<file path="config.mk">
export PLATFORM = sky130hd
export DESIGN_NAME = sbd_ctrl
export DESIGN_NICKNAME = d
export VERILOG_FILES = /design/src/rtl/sbd_pkg.sv /design/src/rtl/sbd_ctrl.sv
export SDC_FILE = /design/constraint.sdc
export NUM_CORES = 1
export LEC_CHECK = 0
export BUFFER_PORTS_ARGS = -buffer_cell sky130_fd_sc_hd__clkbuf_2
export CAP_MARGIN = 15
export CORE_AREA = 2 2 88 90
export DETAILED_ROUTE_END_ITERATION = 10
export DIE_AREA = 0 0 90 92
export PLACE_DENSITY = 0.79
export SLEW_MARGIN = 0
export SYNTH_ARGS = -nofsm -noshare
export SYNTH_HDL_FRONTEND = slang
export SYNTH_SLANG_ARGS = --single-unit
</file>
<file path="constraint.sdc">
create_clock -name clk -period 11.2 [get_ports clk]
set_input_delay 0.56 -clock clk [delete_from_list [all_inputs] [get_ports clk]]
set_output_delay 0.56 -clock clk [all_outputs]
set_load 0.05 [all_outputs]
</file>
<file path="src/rtl/sbd_pkg.sv">
// ----------------------------------------------------------------------------
// sbd_pkg
// Shared constants and types for the supersample box downscaler.
// ----------------------------------------------------------------------------
package sbd_pkg;

	localparam int DEF_MAX_WIDTH  = 2048;
	localparam int DEF_MAX_FACTOR = 8;

	localparam int PIX_W      = 8;
	localparam int CFG_W      = 12;
	localparam int CFG_ADDR_W = 2;
	localparam int FACTOR_W   = 4;
	localparam int LWIDTH_W   = 12;

	localparam logic [CFG_ADDR_W-1:0] REG_FACTOR     = 2'd0;
	localparam logic [CFG_ADDR_W-1:0] REG_LINE_WIDTH = 2'd1;

	localparam logic [FACTOR_W-1:0] FACTOR_RESET = 4'd1;
	localparam logic [LWIDTH_W-1:0] LWIDTH_RESET = 12'd640;

	// per-pixel command from the controller to the datapath
	typedef struct packed {
		logic advance;
		logic accept;
		logic frame_start;
		logic store;
		logic overwrite;
		logic row_end;
	} cmd_t;

endpackage

</file>
<file path="src/rtl/sbd_ctrl.sv">
// ----------------------------------------------------------------------------
// sbd_ctrl
// Position counters, configuration registers, flow control and the
// block-column recompute after a factor write.
// ----------------------------------------------------------------------------
module sbd_ctrl #(
	parameter int MAX_WIDTH  = sbd_pkg::DEF_MAX_WIDTH,
	parameter int MAX_FACTOR = sbd_pkg::DEF_MAX_FACTOR,
	localparam int PW = $clog2(MAX_WIDTH),
	localparam int FW = $clog2(MAX_FACTOR + 1)
) (
	input  logic                          clk,
	input  logic                          arst_n,
	input  logic                          cfg_write,
	input  logic [sbd_pkg::CFG_ADDR_W-1:0] cfg_addr,
	input  logic [sbd_pkg::CFG_W-1:0]     cfg_data,
	input  logic                          in_valid,
	output logic                          in_stall,
	input  logic                          frame_start,
	output logic                          out_valid,
	input  logic                          out_stall,
	output sbd_pkg::cmd_t                 cmd,
	output logic [PW-1:0]                 addr,
	output logic [FW-1:0]                 factor_eff
);

	localparam int CW = (MAX_FACTOR > 1) ? $clog2(MAX_FACTOR) : 1;
	localparam int XW = (PW + 1 > sbd_pkg::LWIDTH_W) ? PW + 1 : sbd_pkg::LWIDTH_W;
	localparam int FX = (FW > sbd_pkg::FACTOR_W) ? FW : sbd_pkg::FACTOR_W;
	localparam int NW = $clog2(PW + 1);

	localparam logic ST_RUN = 1'b0;
	localparam logic ST_DIV = 1'b1;

	logic [sbd_pkg::FACTOR_W-1:0] factor_q;
	logic [sbd_pkg::LWIDTH_W-1:0] line_width_q;
	logic                         state_q;
	logic [NW-1:0]                div_cnt_q;

	logic [PW-1:0] column_pos_q;
	logic [CW-1:0] col_in_block_q;
	logic [CW-1:0] row_in_block_q;
	logic [PW-1:0] bcol_q;
	logic [FW-1:0] bmod_q;

	logic e_s1, e_s2, e_s3;

	logic [FX-1:0] f_x;
	logic [FW-1:0] fe;
	logic [XW-1:0] lw_x;
	logic [XW-1:0] lwe;
	logic          advance;
	logic          accept;

	logic [PW-1:0] cp;
	logic [CW-1:0] cib;
	logic [CW-1:0] rib;
	logic [PW-1:0] bc;
	logic [FW-1:0] bm;
	logic          last_col;
	logic          last_in_block;
	logic          last_row;

	logic [FW:0]   div_t;
	logic          div_ge;

	always_comb begin
		f_x = FX'(factor_q);
		if (f_x == '0) begin
			fe = FW'(1);
		end else if (f_x > FX'(MAX_FACTOR)) begin
			fe = FW'(MAX_FACTOR);
		end else begin
			fe = FW'(f_x);
		end
		lw_x = XW'(line_width_q);
		if (lw_x == '0) begin
			lwe = XW'(1);
		end else if (lw_x > XW'(MAX_WIDTH)) begin
			lwe = XW'(MAX_WIDTH);
		end else begin
			lwe = lw_x;
		end
	end

	assign factor_eff = fe;
	assign advance    = !(e_s3 && out_stall);
	assign in_stall   = (state_q != ST_RUN) || !advance;
	assign accept     = in_valid && !in_stall;
	assign out_valid  = e_s3;

	always_comb begin
		cp  = frame_start ? '0 : column_pos_q;
		cib = frame_start ? '0 : col_in_block_q;
		rib = frame_start ? '0 : row_in_block_q;
		bc  = frame_start ? '0 : bcol_q;
		bm  = frame_start ? '0 : bmod_q;
		last_col      = XW'(cp) >= lwe - XW'(1);
		last_in_block = last_col || (FW'(cib) >= fe - FW'(1));
		last_row      = FW'(rib) >= fe - FW'(1);
	end

	assign addr             = bc;
	assign cmd.advance      = advance;
	assign cmd.accept       = accept;
	assign cmd.frame_start  = frame_start;
	assign cmd.store        = last_in_block;
	assign cmd.overwrite    = (rib == '0);
	assign cmd.row_end      = last_col;

	// one quotient bit a step, dividend shifted out of bcol_q
	assign div_t  = {bmod_q, bcol_q[PW-1]};
	assign div_ge = div_t >= (FW + 1)'(fe);

	always_ff @(posedge clk or negedge arst_n) begin
		if (!arst_n) begin
			factor_q       <= sbd_pkg::FACTOR_RESET;
			line_width_q   <= sbd_pkg::LWIDTH_RESET;
			state_q        <= ST_RUN;
			div_cnt_q      <= '0;
			column_pos_q   <= '0;
			col_in_block_q <= '0;
			row_in_block_q <= '0;
			bcol_q         <= '0;
			bmod_q         <= '0;
			e_s1           <= 1'b0;
			e_s2           <= 1'b0;
			e_s3           <= 1'b0;
		end else begin
			if (cfg_write) begin
				case (cfg_addr)
					sbd_pkg::REG_FACTOR: begin
						factor_q <= cfg_data[sbd_pkg::FACTOR_W-1:0];
					end
					sbd_pkg::REG_LINE_WIDTH: begin
						line_width_q <= cfg_data[sbd_pkg::LWIDTH_W-1:0];
					end
					default: begin
					end
				endcase
			end

			case (state_q)
				ST_RUN: begin
					if (cfg_write && cfg_addr == sbd_pkg::REG_FACTOR) begin
						state_q   <= ST_DIV;
						div_cnt_q <= NW'(PW);
						bcol_q    <= column_pos_q;
						bmod_q    <= '0;
					end else if (accept) begin
						if (last_in_block) begin
							col_in_block_q <= '0;
						end else begin
							col_in_block_q <= cib + CW'(1);
						end
						if (last_col) begin
							column_pos_q   <= '0;
							col_in_block_q <= '0;
							row_in_block_q <= last_row ? '0 : rib + CW'(1);
							bcol_q         <= '0;
							bmod_q         <= '0;
						end else begin
							column_pos_q   <= cp + PW'(1);
							row_in_block_q <= rib;
							if (bm + FW'(1) >= fe) begin
								bmod_q <= '0;
								bcol_q <= bc + PW'(1);
							end else begin
								bmod_q <= bm + FW'(1);
								bcol_q <= bc;
							end
						end
					end
				end
				ST_DIV: begin
					bcol_q <= {bcol_q[PW-2:0], div_ge};
					bmod_q <= div_ge ? FW'(div_t - (FW + 1)'(fe)) : FW'(div_t);
					div_cnt_q <= div_cnt_q - NW'(1);
					if (div_cnt_q == NW'(1)) begin
						state_q <= ST_RUN;
					end
				end
				default: begin
					state_q <= ST_RUN;
				end
			endcase

			if (advance) begin
				e_s1 <= accept && last_in_block && last_row;
				e_s2 <= e_s1;
				e_s3 <= e_s2;
			end
		end
	end

endmodule

</file>
==> results.md, run 1 <==
* Max-Cap Viols at 0
* Pin count of the biggest net entering global routing at 57
* Critical Path AT at 4.29 ns
* Leak Pwr at 2.18 nW
* Netlist Area Pre-Place at 0.00424 mm^2
* Chip Width at 90 um
* CP max FO at 17
* Asr flop ratio synth at 1.00
* Num CTS Buffers at 5
* Die area at 0.00828 mm^2
* FMAX at 206 MHz
* CTS root buf: clkbuf_8
* CP startpoint kind: flip-flop
* Cell with the most instances on the worst path: ha_1
* Antenna Violating Nets Remaining at 0
* Required arrival time at the worst endpoint at 10.64 ns
* Total wire length at 10.0 mm
* Ranking of synthesized cells by area: dfrtp_1 31%, ha_1 10%, nand2_1 4.6%, o21ai_0 4.4%, nor2b_1 4.0%
* Skew final at 0.00726 ns
* Syn. warnings at 0
* Vias in the first global route at 3576
* Ports at 43
* Final hold viol count at 0
* Finish-stage setup viols at 0
* Min cycle time layout at 4.85 ns
* Drt pass-1 iters at 6
* VDD IR max at 0.100 mV
* Initial antenna violation count at 0
* Reg2reg start: line_width_q[2]
* Initial Util at 0.569
* Core area at 0.00745 mm^2
* GRT Overall Usage at 0.247
* Wire length per cell at 16.1 um
* Total Nets Final at 577
* Outcome: completed
* DR vias at 3806
* CTS Hold Bufs at 0
* CP endpoint: cmd[0]
* Hpwl dp at 7.37 mm
* Synth cell count leaders: 53 x dfrtp_1, 52 x nand2_1, 37 x o21ai_0, 35 x ha_1, 35 x nor2_1
* Clock transition at path regs at 0.11 ns
* Max stage delay on crit path at 0.44 ns
* Worst-Skew Late Latency at 0.32 ns
* Hold WS at 0.354 ns
* Synth cell types at 58
* Setup tns final at 0 ns
* RePlAce Congestion at 0.949
* Area leader, netlist: dfrtp_1
* Count leader, synth: dfrtp_1
* Reg-to-reg slack, setup at 6.90 ns
* Final Max Tran Viols at 0
* Syn nets at 551
* Sequential-to-total area share from yosys stat at 0.331
* Synthesis-stage register bit count at 56
* Post-synth top area share at 0.313
* IO buf count at 42
* Layout area overhead at 8.41%
* Slowest CP cell: dfrtp_1
* First-pass GRT wire length at 16.9 mm
* PostCTS Resize Cnt at 0
* FF-to-FF End: bcol_q[5]
* Top_reg_cell synth: dfrtp_1
* Synthesized area per cell at 8.57 um^2
* CP Launch Point: line_width_q[2]
* CTS H-tree lvls at 2
* Pwr dens at 232 mW/mm^2
* RSZ-0062 raised after global routing: no
* Overflow left after global routing at 0
* Worst slew margin at 0.230
* Chip height at 92 um
* Crit-path cells: nor3_1 > nand3_1 > or3_1 > nor2_1 > o21bai_1 > ha_1 > nor2b_1 > a31oi_1 > o21ai_0 > ha_1 > nand4_1 > o311ai_2 > nand2_4 > inv_2 > clkbuf_2
* Worst Tran Pin Value at 1.15 ns
* TritonCTS clock tree: done
* Clk sinks at 56
* Layout cells sized above 1 at 0.155
* Crit path capture type: output pin
* CTS max path bufs at 2
* Synth Instances at 495
* Initial DRC Count at 256
* WS Path Type: reg2out
* FP Rows at 32
* R2R cell count at 16
* Hold/Removal Path Class: in2async
* Fin util at 0.617
* Via density at 6.10
* Number of flops mapped to enable cells by yosys at 0
* Fin crit share at 0.433
* Setup Buffers After CTS at 0
* DR DRC count at 0
* Antenna cells at 0
==> worst min-delay path by stage <==
| stage | slack (ns) | end | start |
|---|---|---|---|
| floorplan | 0.26 | bcol_q[0] | arst_n |
| CTS | 0.40 | bcol_q[8] | arst_n |
| global placement | 0.44 | out_valid | e_s2 |
| finish | 0.35 | bmod_q[0] | arst_n |
| detailed placement | 0.45 | out_valid | e_s2 |
| global route | 0.42 | bmod_q[1] | arst_n |
==> cell families (layout without fill, tap and decap cells) <==
family / after synthesis / count (layout) / synth area share
simple gates: 200 / 200 / 0.243
mux: 17 / 17 / 0.0443
flops: 56 / 56 / 0.331
fa+ha+maj: 36 / 36 / 0.108
xor+xnor: 15 / 15 / 0.0310
compound gates: 121 / 121 / 0.193
buf+inv: 50 / 77 / 0.0496
==> flip-flops by register name (all words and copies together), names as in the netlist <==
| signal | flops |
|---|---|
| e_s2 | 1 |
| e_s1 | 1 |
| line_width_q | 12 |
| state_q | 1 |
| col_in_block_q | 3 |
| column_pos_q | 11 |
| div_cnt_q | 4 |
| bmod_q | 4 |
| row_in_block_q | 3 |
| bcol_q | 11 |
| f_x | 4 |
| out_valid | 1 |
==> cell type report <==
class	count	area, um^2
repair buffers	45	233
inverters	24	90.1
multi-input cells	389	2630
clock inverters	3	47.5
clock buffers	5	68.8
flip-flops and latches	56	1410
fillers	686	2850
well taps	102	128
==> critical path, delay by kind of cell (launching register included) <==
family | cells | cell delay (ns)
and+or+nand+nor | 7 | 1.54
AOI/OAI and AO/OA | 4 | 0.74
buffers and inverters | 2 | 0.65
adders and majority gates | 2 | 0.61
DFF | 1 | 0.44
==> per-stage QoR <==
stage,cell area (um^2),cells,setup WS (ns),power [mW]
floorplan,4240,495,7.21,0.793
global placement,4480,616,6.86,0.901
detailed placement,4480,616,6.71,0.923
CTS,4600,624,6.36,1.06
global route,4600,624,5.99,1.16
finish,4600,624,6.35,1.07
==> placed cells by master (no fill, tap or decap), drive strengths merged, types with 4 or more instances in the layout <==
cell type / n
ha: 35
xnor2: 8
and3: 7
nand2b: 16
mux2: 14
a2111oi: 4
a21o: 4
nand3: 17
inv: 24
o211ai: 6
a22oi: 5
dfrtp: 53
nor2b: 27
a21oi: 27
nor4: 5
or3: 4
clkbuf: 47
o21a: 7
xor2: 7
o31ai: 6
nand4: 7
a31oi: 6
nand2: 53
nor2: 35
nor3: 17
o21ai: 37
==> per-layer routing <==
layer,routed length (um),share of wire,track usage,vias to the layer above
li1,-,-,-,1820
met1,4520,0.45,0.348,1804
met2,4650,0.46,0.402,164
met3,694,0.069,0.0329,18
met4,165,0.016,0.0692,0
met5,0,0,0,-
==> report_power, final <==
| part | total (mW) | internal, mW | leakage, nW | switching [mW] |
|---|---|---|---|---|
| Sequential | 0.337 | 0.267 | 0.684 | 0.0703 |
| Clock | 0.139 | 0.0675 | 0.0583 | 0.0715 |
| Combinational | 0.589 | 0.230 | 1.43 | 0.359 |
Note: power is estimated with default switching activity, not from simulation.
==> run 2: changes to the inputs <==
ABC_AREA = 1   (was default)
CORE_AREA = 2 2 94 96   (was 2 2 88 90)
DIE_AREA = 0 0 96 98   (was 0 0 90 92)
PLACE_DENSITY = 0.76   (was 0.79)
clock period = 4.2 ns   (was 11.2 ns; I/O delays follow)
==> results.md, run 2 <==
* Outcome: completed (unchanged)
* Count leader, synth: nand2_1 (was dfrtp_1)
* Initial antenna violation count at 0 (unchanged)
* Chip height at 98 um (was 92 um)
* Layout cells sized above 1 at 0.152 (was 0.155)
* Wire length per cell at 13.9 um (was 16.1 um)
* Final Max Tran Viols at 0 (unchanged)
* Post-synth top area share at 0.296 (was 0.313)
* Synth cell types at 43 (was 58)
* Leak Pwr at 2.53 nW (was 2.18 nW)
* Initial DRC Count at 275 (was 256)
* Skew final at 0.0156 ns (was 0.00726 ns)
* Reg-to-reg slack, setup at 0.72 ns (was 6.90 ns)
* VDD IR max at 0.181 mV (was 0.100 mV)
* Ranking of synthesized cells by area: dfrtp_1 30%, nand2_1 12%, ha_1 9.8%, inv_1 7.1%, nor2_1 5.4% (was dfrtp_1 31%, ha_1 10%, nand2_1 4.6%, o21ai_0 4.4%, nor2b_1 4.0%)
* Top Registers: line_width_q: 12 flops, bcol_q: 11 flops, column_pos_q: 11 flops (unchanged)
* Pin count of the biggest net entering global routing at 57 (unchanged)
* Number of flops mapped to enable cells by yosys at 0 (unchanged)
* GRT Overall Usage at 0.238 (was 0.247)
* Total Nets Final at 705 (was 577)
* Hpwl dp at 7.89 mm (was 7.37 mm)
* Clk sinks at 56 (unchanged)
* Pwr dens at 615 mW/mm^2 (was 232 mW/mm^2)
* Num CTS Buffers at 5 (unchanged)
* CP max FO at 18 (was 17)
* Synthesized area per cell at 7.20 um^2 (was 8.57 um^2)
* Synth cell count leaders: 139 x nand2_1, 85 x inv_1, 64 x nor2_1, 53 x dfrtp_1, 42 x nand3_1 (was 53 x dfrtp_1, 52 x nand2_1, 37 x o21ai_0, 35 x ha_1, 35 x nor2_1)
* Slowest CP cell: dfrtp_1 (unchanged)
* Total wire length at 10.6 mm (was 10.0 mm)
* Hold WS at 0.00311 ns (was 0.354 ns)
* Max-Cap Viols at 0 (unchanged)
* Core area at 0.00847 mm^2 (was 0.00745 mm^2)
* IO buf count at 42 (unchanged)
* Finish-stage setup viols at 0 (unchanged)
* Chip Width at 96 um (was 90 um)
* Antenna cells at 0 (unchanged)
* Layout area overhead at 7.10% (was 8.41%)
* Worst-Skew Late Latency at 0.32 ns (about the same)
* CTS Hold Bufs at 0 (unchanged)
* Syn. warnings at 0 (unchanged)
* Syn nets at 677 (was 551)
* CTS root buf: clkbuf_8 (unchanged)
* Worst Tran Pin Value at 0.731 ns (was 1.15 ns)
* RePlAce Congestion at 0.871 (was 0.949)
* Asr flop ratio synth at 1.00 (unchanged)
* First-pass GRT wire length at 18.2 mm (was 16.9 mm)
* Crit-path cells: nor2_1 > nand2_1 > nor2_1 > nand2_2 > nand2_4 > nand2_1 > ha_1 > nand3_1 > xor2_1 > inv_1 > ha_1 > nand2_1 > inv_1 > nand2_1 > nand2_1 > nand2_1 > nand4_4 > nor3_4 > inv_1 > clkbuf_2 (was nor3_1 > nand3_1 > or3_1 > nor2_1 > o21bai_1 > ha_1 > nor2b_1 > a31oi_1 > o21ai_0 > ha_1 > nand4_1 > o311ai_2 > nand2_4 > inv_2 > clkbuf_2)
* Commonest non-fill, non-tap cell in the layout: nand2_1 (was dfrtp_1)
* TritonCTS clock tree: done (unchanged)
* Initial Util at 0.529 (was 0.569)
* Synth Instances at 621 (was 495)
* Synthesis-stage register bit count at 56 (unchanged)
* Ports at 43 (unchanged)
* Cell with the most instances on the worst path: nand2_1 (was ha_1)
* Crit path capture type: output pin (unchanged)
* Max stage delay on crit path at 0.44 ns (about the same)
* Hold/Removal Path Class: in2async (unchanged)
* Vias in the first global route at 3983 (was 3576)
* Via density at 5.48 (was 6.10)
* CTS H-tree lvls at 2 (unchanged)
* Clock transition at path regs at 0.11 ns (about the same)
* CTS max path bufs at 2 (unchanged)
* Number of flip-flops in the largest register at 12 (unchanged)
* Sequential-to-total area share from yosys stat at 0.314 (was 0.331)
* FP Rows at 34 (was 32)
* Top_reg_cell synth: dfrtp_1 (unchanged)
* DR vias at 4155 (was 3806)
* Worst slew margin at 0.513 (was 0.230)
* Final hold viol count at 0 (unchanged)
* Min cycle time layout at 3.87 ns
* Die area at 0.00941 mm^2 (was 0.00828 mm^2)
* CP startpoint kind: flip-flop (unchanged)
* Critical Path AT at 3.66 ns (was 4.29 ns)
* WS Path Type: reg2out (unchanged)
* RSZ-0062 raised after global routing: no (unchanged)
* Setup tns final at 0 ns (unchanged)
* Largest Register: line_width_q (unchanged)
* Area leader, netlist: dfrtp_1 (unchanged)
* FMAX at 258 MHz
* Netlist Area Pre-Place at 0.00447 mm^2 (was 0.00424 mm^2)
* Required arrival time at the worst endpoint at 3.99 ns (was 10.64 ns)
* Most frequent cells in the layout: 139 x nand2_1, 85 x inv_1, 64 x nor2_1 (was 53 x dfrtp_1, 52 x nand2_1, 42 x clkbuf_2)
* DR DRC count at 0 (unchanged)
* Drt pass-1 iters at 5 (was 6)
* Antenna Violating Nets Remaining at 0 (unchanged)
* Overflow left after global routing at 0 (unchanged)
* Fin crit share at 0.922
## run 2: worst paths after layout
kind,start,cells after the start,to
worst max-delay path,line_width_q[8],20,cmd[2]
max in group asynchronous,arst_n,2,line_width_q[8]
worst min-delay path,arst_n,2,e_s2
worst min register to register,e_s2,2,out_valid
min in group clk,cfg_data[6],2,line_width_q[6]
worst max register to register,line_width_q[8],20,bcol_q[4]
## run 2: through the flow
stage / utilization / setup slack, ns / total power, mW / instances / cell area (um^2)
after global placement: 0.553 / 0.823 / 2.49 / 750 / 4680
final: 0.566 / 0.326 / 2.95 / 758 / 4790
after global routing: 0.566 / 0.0184 / 3.21 / 758 / 4790
after floorplan: - / 1.09 / 2.21 / 621 / 4470
after detailed placement: 0.553 / 0.643 / 2.56 / 750 / 4680
after CTS: 0.565 / 0.281 / 2.93 / 758 / 4790
## run 2: report_power, final
| group | switching [mW] | leakage (nW) | internal [mW] |
|---|---|---|---|
| clock network | 0.189 | 0.0524 | 0.179 |
| logic | 1.11 | 1.79 | 0.553 |
| registers | 0.193 | 0.691 | 0.722 |
| total | 1.49 | 2.53 | 1.45 |
## run 2: cell families (layout without fill, tap and decap cells)
logic type / after synthesis / after routing / synth area share
simple gates: 295 / 295 / 0.298
compound gates: 92 / 92 / 0.123
buf+inv: 120 / 149 / 0.117
fa+ha+maj: 36 / 36 / 0.102
flops: 56 / 56 / 0.314
mux: 4 / 4 / 0.0101
xor+xnor: 18 / 18 / 0.0352
## run 2: final cells by class
cell class / instances / area [um^2]
Tap cell: 108 / 135
Inverter: 96 / 363
Clock inverter: 1 / 30.0
Sequential cell: 56 / 1410
Timing Repair Buffer: 45 / 233
Clock buffer: 7 / 76.3
Fill cell: 797 / 3670
Multi-Input combinational cell: 445 / 2550
## run 2: critical path: cells and delay by family (launching register included)
family,cells,cell delay [ns]
xor gates and xnor gates,1,0.15
adders and majority gates,2,0.56
buffers and inverters,4,0.42
DFF,1,0.44
and+or+nand+nor,13,1.78
## run 2: repair_timing
action                     in CTS  in global routing
hold endpoints to repair        0                  0
resized for setup               0                  1
setup endpoints to repair       0                  1
setup buffers                   0                  0
## run 2: routing by layer
layer	GRT usage	vias up	routed length, um	part of all wire
met5	0	-	0	0
met3	0.0378	23	438	0.041
li1	-	2069	-	-
met4	0.0692	0	216	0.020
met1	0.307	1952	4670	0.44
met2	0.407	111	5240	0.50
